$ cat config.mk
export PLATFORM = sky130hd
export DESIGN_NAME = cpio_binary_archive_parser_flat
export DESIGN_NICKNAME = d
export VERILOG_FILES = /design/src/cbap_pkg.sv /design/src/cbap_if.sv /design/src/cbap_step.sv /design/src/cpio_binary_archive_parser.sv /design/src/flat_wrapper.sv
export VERILOG_INCLUDE_DIRS = /design/src /design/src/src
export SDC_FILE = /design/constraint.sdc
export NUM_CORES = 1
export LEC_CHECK = 0
export ABC_AREA = 0
export BUFFER_PORTS_ARGS = -buffer_cell sky130_fd_sc_hd__buf_2
export CAP_MARGIN = 20
export CORE_UTILIZATION = 55
export CTS_CLUSTER_DIAMETER = 30
export DETAILED_ROUTE_END_ITERATION = 6
export GPL_TIMING_DRIVEN = 0
export PLACE_DENSITY = 0.77
export SKIP_LAST_GASP = 1
export SLEW_MARGIN = 20
export SYNTH_ARGS = -nofsm -noshare
export SYNTH_HDL_FRONTEND = slang
export SYNTH_HIERARCHICAL = 1
export SYNTH_SLANG_ARGS = --single-unit
$ cat constraint.sdc
create_clock -name clk -period 11.34 [get_ports clk]
set_input_delay 1.701 -clock clk [delete_from_list [all_inputs] [get_ports clk]]
set_output_delay 1.701 -clock clk [all_outputs]
set_load 0.03 [all_outputs]
$ cat src/cpio_binary_archive_parser_assert.svh
// assertion macros shared by the cpio archive parser rtl
`ifndef CPIO_BINARY_ARCHIVE_PARSER_ASSERT_SVH
`define CPIO_BINARY_ARCHIVE_PARSER_ASSERT_SVH

// same-cycle implication, checked out of reset
`define CBAP_ASSERT_IMP(label, ante, cons) \
	label: assert property (@(posedge clk) disable iff (!arst_n) (ante) |-> (cons)) \
		else $error("cbap check failed");

// next-cycle implication, checked out of reset
`define CBAP_ASSERT_NXT(label, ante, cons) \
	label: assert property (@(posedge clk) disable iff (!arst_n) (ante) |=> (cons)) \
		else $error("cbap check failed");

`endif

$ cat src/cbap_pkg.sv
// types, codes and constants of the cpio archive parser
`default_nettype none
package cbap_pkg;

	typedef enum logic [7:0] {
		PH_MAGIC0  = 8'b0000_0001,
		PH_MAGIC1  = 8'b0000_0010,
		PH_HEADER  = 8'b0000_0100,
		PH_NAME    = 8'b0000_1000,
		PH_NAMEPAD = 8'b0001_0000,
		PH_DATA    = 8'b0010_0000,
		PH_DATAPAD = 8'b0100_0000,
		PH_HALT    = 8'b1000_0000
	} cbap_phase_t;

	localparam logic [2:0] KIND_NAME      = 3'd0;
	localparam logic [2:0] KIND_RECORD    = 3'd1;
	localparam logic [2:0] KIND_END       = 3'd2;
	localparam logic [2:0] KIND_MAGIC_ERR = 3'd3;
	localparam logic [2:0] KIND_ASCII     = 3'd4;
	localparam logic [2:0] KIND_INVALID   = 3'd5;

	localparam logic [7:0] MAGIC_HI     = 8'h71;
	localparam logic [7:0] MAGIC_LO     = 8'hC7;
	localparam logic [7:0] ASCII_ZERO   = 8'h30;

	// header byte positions (counted from the magic): HPOS_FIRST opens the header, the rest close a 16-bit half
	localparam logic [4:0] HPOS_FIRST    = 5'd2;
	localparam logic [4:0] HPOS_MODE     = 5'd7;
	localparam logic [4:0] HPOS_MTIME_HI = 5'd17;
	localparam logic [4:0] HPOS_MTIME_LO = 5'd19;
	localparam logic [4:0] HPOS_NAMESIZE = 5'd21;
	localparam logic [4:0] HPOS_FSIZE_HI = 5'd23;
	localparam logic [4:0] HPOS_FSIZE_LO = 5'd25;

	localparam logic [15:0] TRAILER_LEN  = 16'd11;
	localparam logic [15:0] TRAILER_CHARS = 16'd10;

	typedef struct packed {
		cbap_phase_t  phase;
		logic [31:0]  byte_count;
		logic         order_big;
		logic [7:0]   low_hold;
		logic [15:0]  accum_hi;
		logic [15:0]  name_size;
		logic [31:0]  file_size;
		logic [15:0]  mode;
		logic [31:0]  mtime;
		logic [31:0]  offset;
		logic         trailer_match;
	} cbap_state_t;

	// parser state straight out of reset
	localparam cbap_state_t CBAP_STATE_RESET = '{
		phase:         PH_MAGIC0,
		byte_count:    32'd0,
		order_big:     1'b0,
		low_hold:      8'd0,
		accum_hi:      16'd0,
		name_size:     16'd0,
		file_size:     32'd0,
		mode:          16'd0,
		mtime:         32'd0,
		offset:        32'd0,
		trailer_match: 1'b1
	};

	typedef struct packed {
		logic [2:0]  kind;
		logic [7:0]  name_char;
		logic [15:0] name_size;
		logic [31:0] file_size;
		logic [31:0] data_offset;
		logic [15:0] file_mode;
		logic [31:0] mod_time;
		logic        big_endian_hdr;
	} cbap_res_t;

	function automatic logic [7:0] trailer_char(input logic [3:0] idx);
		logic [7:0] c;
		case (idx)
			4'd0: c = 8'h54; // T
			4'd1: c = 8'h52; // R
			4'd2: c = 8'h41; // A
			4'd3: c = 8'h49; // I
			4'd4: c = 8'h4C; // L
			4'd5: c = 8'h45; // E
			4'd6: c = 8'h52; // R
			4'd7: c = 8'h21; // !
			4'd8: c = 8'h21;
			4'd9: c = 8'h21;
			default: c = 8'h00;
		endcase
		return c;
	endfunction

endpackage
`default_nettype wire

$ cat src/cbap_if.sv
// valid/ready channel interfaces for archive bytes and parse results
`default_nettype none
interface cbap_byte_if;
	logic       valid;
	logic       ready;
	logic [7:0] byte_in;

	modport source (output valid, output byte_in, input ready);
	modport sink (input valid, input byte_in, output ready);
endinterface

interface cbap_res_if;
	logic        valid;
	logic        ready;
	logic [2:0]  kind;
	logic [7:0]  name_char;
	logic [15:0] name_size;
	logic [31:0] file_size;
	logic [31:0] data_offset;
	logic [15:0] file_mode;
	logic [31:0] mod_time;
	logic        big_endian_hdr;

	modport source (output valid, output kind, output name_char, output name_size,
		output file_size, output data_offset, output file_mode, output mod_time,
		output big_endian_hdr, input ready);
	modport sink (input valid, input kind, input name_char, input name_size,
		input file_size, input data_offset, input file_mode, input mod_time,
		input big_endian_hdr, output ready);
endinterface
`default_nettype wire

$ cat src/cbap_step.sv
// next-state and result logic for one archive byte
`default_nettype none
module cbap_step
	import cbap_pkg::*;
(
	input  var cbap_state_t st,
	input  var logic [7:0]  byte_in,
	output cbap_state_t     nxt,
	output logic            res_valid,
	output cbap_res_t       res
);

	logic [4:0]  pos;
	logic [15:0] half;
	logic [15:0] ncnt;
	logic [31:0] dcnt;
	logic        do_finish;
	logic        is_trailer;

	assign pos  = st.byte_count[4:0];
	assign ncnt = st.byte_count[15:0];
	assign dcnt = st.byte_count - 32'd1;
	assign half = st.order_big ? {st.low_hold, byte_in} : {byte_in, st.low_hold};

	always_comb begin
		nxt        = st;
		res_valid  = 1'b0;
		res        = '0;
		do_finish  = 1'b0;
		is_trailer = 1'b0;

		if (st.phase != PH_HALT && st.offset != 32'hFFFF_FFFF) begin
			nxt.offset = st.offset + 32'd1;
		end

		case (st.phase)
			PH_MAGIC0: begin
				if (byte_in == MAGIC_HI) begin
					nxt.order_big = 1'b1;
					nxt.phase     = PH_MAGIC1;
				end else if (byte_in == MAGIC_LO) begin
					nxt.order_big = 1'b0;
					nxt.phase     = PH_MAGIC1;
				end else begin
					res_valid = 1'b1;
					res.kind  = (byte_in == ASCII_ZERO) ? KIND_ASCII : KIND_INVALID;
					nxt.phase = PH_HALT;
				end
			end
			PH_MAGIC1: begin
				if (byte_in != (st.order_big ? MAGIC_LO : MAGIC_HI)) begin
					res_valid = 1'b1;
					res.kind  = KIND_MAGIC_ERR;
					nxt.phase = PH_HALT;
				end else begin
					nxt.byte_count = {27'd0, HPOS_FIRST};
					nxt.phase      = PH_HEADER;
				end
			end
			PH_HEADER: begin
				if (!pos[0]) begin
					nxt.low_hold = byte_in;
				end else begin
					case (pos)
						HPOS_MODE:     nxt.mode = half;
						HPOS_MTIME_HI: nxt.accum_hi = half;
						HPOS_MTIME_LO: nxt.mtime = {st.accum_hi, half};
						HPOS_NAMESIZE: nxt.name_size = half;
						HPOS_FSIZE_HI: nxt.accum_hi = half;
						HPOS_FSIZE_LO: nxt.file_size = {st.accum_hi, half};
						default: ;
					endcase
				end
				if (pos == HPOS_FSIZE_LO) begin
					nxt.byte_count    = '0;
					nxt.trailer_match = 1'b1;
					if (nxt.name_size == 16'd0) begin
						do_finish = 1'b1;
					end else begin
						nxt.phase = PH_NAME;
					end
				end else begin
					nxt.byte_count = {27'd0, pos + 5'd1};
				end
			end
			PH_NAME: begin
				if ({1'b0, ncnt} + 17'd1 < {1'b0, st.name_size}) begin
					if (ncnt >= TRAILER_CHARS || trailer_char(ncnt[3:0]) != byte_in) begin
						nxt.trailer_match = 1'b0;
					end
					nxt.byte_count = {16'd0, ncnt + 16'd1};
					res_valid      = 1'b1;
					res.kind       = KIND_NAME;
					res.name_char  = byte_in;
				end else if (st.name_size[0]) begin
					nxt.phase = PH_NAMEPAD;
				end else begin
					do_finish = 1'b1;
				end
			end
			PH_NAMEPAD: do_finish = 1'b1;
			PH_DATA: begin
				nxt.byte_count = dcnt;
				if (dcnt == 32'd0) begin
					nxt.phase = st.file_size[0] ? PH_DATAPAD : PH_MAGIC0;
				end
			end
			PH_DATAPAD: nxt.phase = PH_MAGIC0;
			default: nxt.phase = PH_HALT;
		endcase

		// descriptor from the (possibly just written) header fields
		if (do_finish) begin
			is_trailer         = nxt.trailer_match && (nxt.name_size == TRAILER_LEN);
			res_valid          = 1'b1;
			res.kind           = is_trailer ? KIND_END : KIND_RECORD;
			res.name_size      = nxt.name_size;
			res.file_size      = nxt.file_size;
			res.data_offset    = nxt.offset;
			res.file_mode      = nxt.mode;
			res.mod_time       = nxt.mtime;
			res.big_endian_hdr = nxt.order_big;
			if (is_trailer) begin
				nxt.phase = PH_HALT;
			end else if (nxt.file_size == 32'd0) begin
				nxt.phase = PH_MAGIC0;
			end else begin
				nxt.byte_count = nxt.file_size;
				nxt.phase      = PH_DATA;
			end
		end
	end

endmodule
`default_nettype wire

$ cat src/cpio_binary_archive_parser.sv
// latency: a result beat is valid the cycle after the byte beat that causes it
// throughput: one archive byte per cycle while the result register is free or draining
// the only stall is a held result register with result.ready low
// reset (arst_n low, asynchronous): parser waits for the first magic byte,
// offset and header fields clear, no result pending
`default_nettype none
`include "cpio_binary_archive_parser_assert.svh"
module cpio_binary_archive_parser
	import cbap_pkg::*;
(
	input  wire logic   clk,
	input  wire logic   arst_n,
	cbap_byte_if.sink   stream,
	cbap_res_if.source  result
);

	cbap_state_t state_q;
	cbap_state_t state_nxt;
	cbap_res_t   res_q;
	cbap_res_t   step_res;
	logic        step_valid;
	logic        res_valid_q;
	logic        accept;

	// a byte goes in whenever the result slot is free or being emptied
	assign stream.ready = !res_valid_q || result.ready;
	assign accept       = stream.valid && stream.ready;

	// whole per-byte parse: phase sequencing, header assembly, trailer test
	cbap_step u_step (
		.st        (state_q),
		.byte_in   (stream.byte_in),
		.nxt       (state_nxt),
		.res_valid (step_valid),
		.res       (step_res)
	);

	// parser state, advanced once per accepted byte beat
	always_ff @(posedge clk or negedge arst_n) begin
		if (!arst_n) begin
			state_q <= CBAP_STATE_RESET;
		end else if (accept) begin
			state_q <= state_nxt;
		end
	end

	// result register; a new result only lands when the old one is gone
	always_ff @(posedge clk or negedge arst_n) begin
		if (!arst_n) begin
			res_valid_q <= 1'b0;
		end else if (accept) begin
			res_valid_q <= step_valid;
		end else if (result.ready) begin
			res_valid_q <= 1'b0;
		end
	end

	always_ff @(posedge clk) begin
		if (accept && step_valid) begin
			res_q <= step_res;
		end
	end

	assign result.valid          = res_valid_q;
	assign result.kind           = res_q.kind;
	assign result.name_char      = res_q.name_char;
	assign result.name_size      = res_q.name_size;
	assign result.file_size      = res_q.file_size;
	assign result.data_offset    = res_q.data_offset;
	assign result.file_mode      = res_q.file_mode;
	assign result.mod_time       = res_q.mod_time;
	assign result.big_endian_hdr = res_q.big_endian_hdr;

	// once halted the parser never leaves the halt phase
	`CBAP_ASSERT_NXT(a_halt_sticks, state_q.phase == PH_HALT, state_q.phase == PH_HALT)
	// a pending error or trailer end always goes with a halted parser
	`CBAP_ASSERT_IMP(a_stop_halts, res_valid_q && (res_q.kind == KIND_END ||
		res_q.kind == KIND_MAGIC_ERR || res_q.kind == KIND_ASCII ||
		res_q.kind == KIND_INVALID), state_q.phase == PH_HALT)
	// the offset sticks once saturated
	`CBAP_ASSERT_NXT(a_offset_sat, state_q.offset == 32'hFFFF_FFFF,
		state_q.offset == 32'hFFFF_FFFF)
	// input stalls only behind a held result
	`CBAP_ASSERT_IMP(a_stall_cause, !stream.ready, res_valid_q && !result.ready)

endmodule
`default_nettype wire
$ cat src/flat_wrapper.sv
// flat-port wrapper written by rule: the top's interface ports become plain ports
module cpio_binary_archive_parser_flat import cbap_pkg::*;
  (clk, arst_n, stream_valid, stream_byte_in, stream_ready, result_valid, result_kind, result_name_char, result_name_size, result_file_size, result_data_offset, result_file_mode, result_mod_time, result_big_endian_hdr, result_ready);
  cbap_byte_if stream_i ();
  cbap_res_if result_i ();
  input  wire logic clk;
  input  wire logic arst_n;
  input wire logic [$bits(stream_i.valid)-1:0] stream_valid;
  input wire logic [$bits(stream_i.byte_in)-1:0] stream_byte_in;
  output wire logic [$bits(stream_i.ready)-1:0] stream_ready;
  output wire logic [$bits(result_i.valid)-1:0] result_valid;
  output wire logic [$bits(result_i.kind)-1:0] result_kind;
  output wire logic [$bits(result_i.name_char)-1:0] result_name_char;
  output wire logic [$bits(result_i.name_size)-1:0] result_name_size;
  output wire logic [$bits(result_i.file_size)-1:0] result_file_size;
  output wire logic [$bits(result_i.data_offset)-1:0] result_data_offset;
  output wire logic [$bits(result_i.file_mode)-1:0] result_file_mode;
  output wire logic [$bits(result_i.mod_time)-1:0] result_mod_time;
  output wire logic [$bits(result_i.big_endian_hdr)-1:0] result_big_endian_hdr;
  input wire logic [$bits(result_i.ready)-1:0] result_ready;
  assign stream_i.valid = stream_valid;
  assign stream_i.byte_in = stream_byte_in;
  assign stream_ready = stream_i.ready;
  assign result_valid = result_i.valid;
  assign result_kind = result_i.kind;
  assign result_name_char = result_i.name_char;
  assign result_name_size = result_i.name_size;
  assign result_file_size = result_i.file_size;
  assign result_data_offset = result_i.data_offset;
  assign result_file_mode = result_i.file_mode;
  assign result_mod_time = result_i.mod_time;
  assign result_big_endian_hdr = result_i.big_endian_hdr;
  assign result_i.ready = result_ready;
  cpio_binary_archive_parser u_core (.clk(clk), .arst_n(arst_n), .stream(stream_i), .result(result_i));
endmodule
==> impl_results.md, run 1 <==
* Status: complete, no violations
* Largest net degree at the start of global routing at 86
* Crit Reg-Reg Startpoint: u_core/state_q[154]
* Net Sw Frac at a little under 30%
* Via/cell ratio at about 6.2
* Gpl congestion at between 0.9 and 1
* Mapped Cells at 1,649
* Worst min-delay path class: reg -> reg
* Syn avg cell area at between 10 and 15 µm²
* Port bufs at approximately 150
* RSZ-0062 raised after global routing: no
* Skew final at ~0.02 ns
* Setup_tns at 0 ns
* Commonest non-fill, non-tap cell in the layout: dfrtp_1
* Hold depth at 1
* Final Util at 68.0%
* NetSw at around 1.4 mW
* Seq/Total Area, Yosys at 48.4%
* Req. time, crit path at approximately 12 ns
* Setup slack at placement at approximately 4.6 ns
* Vias in the first global route at 14,600
* Clk sinks at roughly 340
* Max Buffers Root-to-Sink at 3
* First-pass GRT wire length at approximately 84,000 µm
* Yosys cell types at 78
* Cell Area, Synth at approximately 0.019 mm²
* Slew @ Worst Pin at 1.22 ns
* WS Path Type: reg -> reg
* CTS tree: built
* Slew headroom at between 10% and 20%
* Commonest cells after routing, fill and taps aside: dfrtp_1, buf_2, mux2_4
* Max_cap viols at 0
* Main flop type after synthesis: dfrtp_1
* Reg power frac at between 30% and 40%
* Crit start category: register
* Final Setup Violations at 0
* Multi-input logic area at slightly below 0.009 mm²
* Share of synthesized flip-flops with an asynchronous set or reset at around three fifths
* Pwr per Cell Area at about 210 mW/mm²
* R2R setup slack at approximately 4.3 ns
* WP data arrival at 7.28 ns
* Hold-fix buffers, CTS at 0
* Worst-path clk slew at about 0.040 ns
* Vias at 14,700
* Quantity of gates resized following cts at 0
* Post-layout net count at ~1,900
* Yosys warnings at 6
* Hold path start: u_core/state_q[173]
* Final hold vios at 0
* Std-Cell Rows at between 60 and 70
* Reg2reg path depth at 22
* Die width at 187 µm
* #FFs+latches synth at between 300 and 400
* Share of post-route cells with drive strength above 1 at approximately 30%
* Pre-Repair DR Iteration Count at 7
* Filler cells at around 2,400
* Root Buffer: clkbuf_16
* Peak supply drop at ~0.00012 V
* Post-route ant nets at 0
* Post-Syn Nets at roughly 1,700
* Crit-path max FO at 30
* Clock Latency Late Sink at just under 0.6 ns
* Core ar. at 0.0335 mm²
* Initial antenna violation count at 0
* Crit. End Element: register
* Overall global routing resource usage at 31.0%
* Power Total at approximately 4.7 mW
* Post-placement cell area at between 0.02 and 0.025 mm²
* Post-synth EDFFs at 140
* Combinational Power Share at between 10% and 20%
* DR WL/cell at 22.8 µm
* Worst hold slack at ~0.50 ns
* GRT overflow at 0
* Hold Path End: u_core/state_q[173]
* Die Y at around 190 µm
* Initial DRC count at around 1,600
* Final min period at between 7 and 8 ns
* H-tree levels at 3
* Slew Viols, Final at 0
* Final period util at about three fifths
* Io pins at ~150
* Final Worst Setup Slack at approximately 4.3 ns
* Die area at 0.0349 mm²
* Register area at 0.00909 mm²
* Initial cell density of the core at 56.0%
* Fin cells at roughly 2,400
* Post-route cell area at between 0.02 and 0.025 mm²
* Clock Power Share at approximately 46%
* DRC violations left at 0
* LEAKAGE at 10.3 nW
* Area growth, synth to finish at 21.5%
* Post-CTS setup buffer count at 0
* Placed Cells at about 2,300
* FF-to-FF End: u_core/result.file_size[23]
* CTS buffer count at a little over 70
* Power Internal at around 3.4 mW
* HPWL Detailed at around 36,000 µm
* N_diodes at 0
* Post-Route WL at approximately 54,000 µm
* Max Freq at ~140 MHz
==> metal layers <==
| metal | part of all wire [%] | GRT usage, % | vias up | routed length, µm |
|---|---|---|---|---|
| met4 | 4.0 | 14.8 | 0 | 2170 |
| met3 | 8.8 | 7.13 | 160 | 4770 |
| met1 | 41 | 41.1 | 7263 | 22400 |
| met2 | 46 | 48.2 | 763 | 24900 |
| met5 | 0 | 0 | - | 0 |
| li1 | - | - | 6483 | - |
==> worst max-delay path: stages, from the launching register on <==
cell and delay, ns:
dfrtp_1 0.55, clkbuf_1 0.47, nand3_1 0.22, nor2_1 0.28, and3_1 0.30, and3_1 0.17
clkbuf_1 0.28, nand3_1 0.14, xnor2_1 0.20, ha_1 0.30, nand2_1 0.05, o21ai_0 0.32
o2111ai_1 0.32, a2111oi_4 0.87, nor2_1 0.23, buf_2 0.30, buf_2 0.27, nand3_1 0.17
nand2_1 0.12, nor2b_4 0.38, buf_12 0.25, buf_12 0.21, buf_12 0.22
==> layout make-up <==
class	instances	area share (%)
plain buffers	113	2.74
clock buffers	86	8.44
clock inverters	45	2.75
inverters	53	0.872
multi-input cells	1148	39.0
flip-flops and latches	335	39.8
well taps	448	2.46
repair buffers	153	3.96
==> sequential cells by signal, summed over array words and instances (netlist names) <==
| register | cells |
|---|---|
| u_core/result.file_mode | 16 |
| u_core/result.name_char | 8 |
| u_core/result.name_size | 16 |
| u_core/state_q | 194 |
| u_core/result.valid | 1 |
| u_core/result.mod_time | 32 |
| u_core/result.file_size | 32 |
| u_core/result.kind | 3 |
| u_core/result.big_endian_hdr | 1 |
| u_core/result.data_offset | 32 |
==> cells in the mapped netlist, drive strengths merged (10+ instances only) <==
cell type | instances | area (µm²)
o21ai | 78 | 390
o21a | 50 | 375
dfrtp | 193 | 4830
inv | 53 | 199
edfxtp | 140 | 4200
a22oi | 11 | 82.6
and4 | 10 | 87.6
a21oi | 76 | 384
and3 | 24 | 150
buf | 59 | 422
mux2 | 221 | 3090
mux2i | 44 | 440
clkbuf | 54 | 203
xnor2 | 35 | 307
a211oi | 20 | 150
a21o | 11 | 82.6
nand4 | 17 | 113
nand3 | 26 | 130
nor2 | 141 | 532
nor2b | 38 | 238
ha | 24 | 300
nor3 | 35 | 175
nor4 | 35 | 234
xor2 | 26 | 228
nand2 | 105 | 397
==> power by group through the flow <==
| stage | Sequential (mW) | Clock [mW] | Combinational (mW) |
|---|---|---|---|
| 6_report | 1.63 | 2.19 | 0.906 |
| 5_1_grt | 1.64 | 2.27 | 0.988 |
| 4_1_cts | 1.62 | 2.21 | 0.884 |
| 3_5_place_dp | 1.63 | 0 | 0.871 |
| 3_3_place_gp | 1.62 | 0 | 0.839 |
| 2_1_floorplan | 1.55 | 0 | 0.686 |
==> kinds of logic (layout without fill, tap and decap cells) <==
kind of cell / Yosys count / after routing / synth area share, %
simple gates: 490 / 490 / 13.5
compound gates: 308 / 308 / 10.5
flops: 335 / 335 / 48.4
buf+inv: 166 / 450 / 4.38
xor+xnor: 61 / 61 / 2.85
fa+ha+maj: 24 / 24 / 1.60
mux: 265 / 265 / 18.8
==> worst max path at each step <==
stage / startpoint / to / slack (ns) / cells past startpoint
global placement: u_core/state_q[154] / u_core/result.file_size[27] / -3.69 / 19
detailed placement: u_core/state_q[154] / u_core/result.file_size[27] / 4.57 / 22
global route: u_core/state_q[154] / u_core/result.file_size[9] / 3.98 / 22
floorplan: u_core/state_q[154] / u_core/result.big_endian_hdr / 0.68 / 19
finish: u_core/state_q[154] / u_core/result.file_size[23] / 4.32 / 22
CTS: u_core/state_q[154] / u_core/result.file_size[23] / 4.53 / 22
Note: power is estimated with default switching activity, not from simulation.
==> run 2, diff against run 1 <==
--- a/config.mk
+++ b/config.mk
@@ -9,11 +9,11 @@
 export ABC_AREA = 0
 export BUFFER_PORTS_ARGS = -buffer_cell sky130_fd_sc_hd__buf_2
 export CAP_MARGIN = 20
-export CORE_UTILIZATION = 55
+export CORE_UTILIZATION = 56
 export CTS_CLUSTER_DIAMETER = 30
 export DETAILED_ROUTE_END_ITERATION = 6
 export GPL_TIMING_DRIVEN = 0
-export PLACE_DENSITY = 0.77
+export PLACE_DENSITY = 0.75
 export SKIP_LAST_GASP = 1
 export SLEW_MARGIN = 20
 export SYNTH_ARGS = -nofsm -noshare
==> constraint.sdc (replaced) <==
create_clock -name clk -period 7.1 [get_ports clk]
set_input_delay 1.065 -clock clk [delete_from_list [all_inputs] [get_ports clk]]
set_output_delay 1.065 -clock clk [all_outputs]
set_load 0.03 [all_outputs]
==> impl_results.md, run 2 (synthesis gave the netlist of run 1 again) <==
* Pre-Repair DR Iteration Count at 6 (was 7)
* Post-placement cell area at 0.0203 mm² (about the same)
* Slew Viols, Final at 0 (unchanged)
* Post-route cell area at 0.0227 mm² (was 0.0228 mm²)
* Post-layout net count at 1,913 (was 1,911)
* CP Capture Point: u_core/result.file_mode[12] (was u_core/result.file_size[23])
* Std-Cell Rows at 66 (was 67)
* Final min period at 6.63 ns (was 7.02 ns)
* Slew @ Worst Pin at 1.24 ns (was 1.22 ns)
* Core ar. at 0.0328 mm² (was 0.0335 mm²)
* First-pass GRT wire length at 81,700 µm (was 83,900 µm)
* Power Internal at 5.03 mW (was 3.35 mW)
* Clock Power Share at 44.6% (was 46.4%)
* Post-Route WL at 53,100 µm (was 54,300 µm)
* Crit-path max FO at 33 (was 30)
* Via/cell ratio at 6.12 (was 6.16)
* Root Buffer: clkbuf_16 (unchanged)
* Pwr per Cell Area at 322 mW/mm² (was 207 mW/mm²)
* DRC violations left at 0 (unchanged)
* NetSw at 2.29 mW (was 1.38 mW)
* Final Setup Violations at 0 (unchanged)
* Post-route ant nets at 0 (unchanged)
* Vias at 14,600 (was 14,700)
* Final period util at 93.4% (was 61.9%)
* Die area at 0.0343 mm² (was 0.0349 mm²)
* DR WL/cell at 22.3 µm (was 22.8 µm)
* Peak supply drop at 0.000220 V (was 0.000119 V)
* FF-to-FF End: u_core/result.file_mode[12] (was u_core/result.file_size[23])
* Reg2reg path depth at 22 (unchanged)
* Port bufs at 146 (unchanged)
* Hold-fix buffers, CTS at 0 (unchanged)
* Max Buffers Root-to-Sink at 3 (unchanged)
* Area growth, synth to finish at 20.8% (was 21.5%)
* Overall global routing resource usage at 31.5% (was 31.0%)
* Share of post-route cells with drive strength above 1 at 29.5% (was 29.2%)
* Skew final at 0.0228 ns (was 0.0201 ns)
* Slew headroom at 15.2% (was 16.3%)
* Initial DRC count at 1,472 (was 1,645)
* Initial cell density of the core at 57.3% (was 56.0%)
* Final Worst Setup Slack at 0.468 ns (was 4.32 ns)
* Crit start category: register (unchanged)
* Initial antenna violation count at 0 (unchanged)
* Clock Latency Late Sink at 0.58 ns (about the same)
* HPWL Detailed at 36,500 µm (about the same)
* CTS tree: built (unchanged)
* Largest net degree at the start of global routing at 72 (was 86)
* Final hold vios at 0 (unchanged)
* H-tree levels at 3 (unchanged)
* Largest Register: u_core/state_q (unchanged)
* Worst min-delay path class: in -> async (was reg -> reg)
* GRT overflow at 0 (unchanged)
* WS Path Type: reg -> reg (unchanged)
* Vias in the first global route at 14,300 (was 14,600)
* WP data arrival at 6.91 ns (was 7.28 ns)
* Clk sinks at 335 (unchanged)
* Req. time, crit path at 7.38 ns (was 11.61 ns)
* Reg power frac at 35.5% (was 34.5%)
* CP startpoint: u_core/state_q[154] (unchanged)
* CTS buffer count at 72 (was 71)
* Max reg flops at 194 (unchanged)
* Die width at 185 µm (was 187 µm)
* Net Sw Frac at 31.3% (was 29.1%)
* Gpl congestion at 0.932 (was 0.944)
* R2R setup slack at 0.47 ns (was 4.32 ns)
* Setup slack at placement at -0.0166 ns (was 4.57 ns)
* Status: complete, no violations (unchanged)
* N_diodes at 0 (unchanged)
* Max_cap viols at 0 (unchanged)
* Setup_tns at 0 ns (unchanged)
* Commonest cells after routing, fill and taps aside: dfrtp_1, buf_2, mux2_4 (unchanged)
* Power Total at 7.31 mW (was 4.73 mW)
* Commonest non-fill, non-tap cell in the layout: dfrtp_1 (unchanged)
* RSZ-0062 raised after global routing: no (unchanged)
* Io pins at 154 (unchanged)
* Crit. End Element: register (unchanged)
* Die Y at 185 µm (was 187 µm)
* LEAKAGE at 10.3 nW (about the same)
* Worst hold slack at 0.436 ns (was 0.501 ns)
* Crit Reg-Reg Startpoint: u_core/state_q[154] (unchanged)
* Worst-path clk slew at 0.05 ns (was 0.04 ns)
* Combinational Power Share at 19.9% (was 19.2%)
* Max Freq at 151 MHz (was 143 MHz)
run 2: cell types whose count changed in the layout (fill, tap and decap cells not counted), sizes merged:
cell	previous run	this run
inv	57	69
bufinv	12	3
clkinv	24	29
clkbuf	140	136
buf	212	213
clkinvlp	5	4
run 2: worst min path at each step:
stage	startpoint	endpoint	slack, ns	cells after the start
6_report	arst_n	u_core/state_q[62]	0.44	1
5_1_grt	arst_n	u_core/state_q[62]	0.47	1
4_1_cts	arst_n	u_core/state_q[62]	0.44	1
3_5_place_dp	u_core/state_q[61]	u_core/state_q[61]	0.49	1
3_3_place_gp	u_core/state_q[64]	u_core/state_q[64]	0.48	1
2_1_floorplan	u_core/state_q[64]	u_core/state_q[64]	0.47	1
run 2: metal layers:
| metal | GRT usage, % | vias to the layer above | wire [µm] | share of wire (%) |
|---|---|---|---|---|
| li1 | - | 6497 | - | - |
| met1 | 43.3 | 7119 | 22000 | 41 |
| met2 | 49.0 | 784 | 24200 | 46 |
| met3 | 4.94 | 154 | 4770 | 9.0 |
| met4 | 14.7 | 0 | 2170 | 4.1 |
| met5 | 0 | - | 0 | 0 |
run 2: cell type report:
type,instances,area [µm²]
Buffer,113,626
Inverter,53,199
Sequential cell,335,9090
Fill cell,2345,10100
Tap cell,442,553
Clock buffer,82,1860
Multi-Input combinational cell,1148,8890
Timing Repair Buffer,154,911
Clock inverter,52,564
run 2: metrics by stage:
stage / cells / util [%]
after floorplan: 1649 / -
after global placement: 2237 / 61.2
after detailed placement: 2244 / 61.8
after CTS: 2378 / 69.2
after global routing: 2379 / 69.2
final: 2379 / 69.2
run 2: worst max-delay path, cell delays in order, from the launching register on:
cell	delay, ns
dfrtp_1	0.55
clkbuf_2	0.32
nand3_1	0.17
nor2_1	0.34
and3_1	0.32
and3_1	0.18
clkbuf_1	0.26
nand3_1	0.14
xnor2_1	0.27
ha_1	0.28
nand2_1	0.07
o21ai_0	0.15
a211oi_1	0.63
a21oi_1	0.41
or3_1	0.45
clkbuf_1	0.22
nand3_1	0.16
nand2_1	0.11
nor2b_4	0.37
buf_12	0.25
buf_12	0.21
buf_12	0.21
buf_12	0.21
run 2: repair_timing:
| item | 4_1_cts | 5_1_grt |
|---|---|---|
| resized for setup | 0 | 2 |
| pin swaps | 1 | 1 |
| cloned | 0 | 0 |
| setup buffers | 0 | 1 |
| setup endpoints to repair | 33 | 60 |
run 2: power by group through the flow:
stage	clock (mW)	sequential, mW	combinational, mW
after global routing	3.40	2.63	1.58
after floorplan	0	2.48	1.09
after detailed placement	0	2.60	1.39
final	3.26	2.60	1.45
after global placement	0	2.59	1.34
after CTS	3.29	2.58	1.42
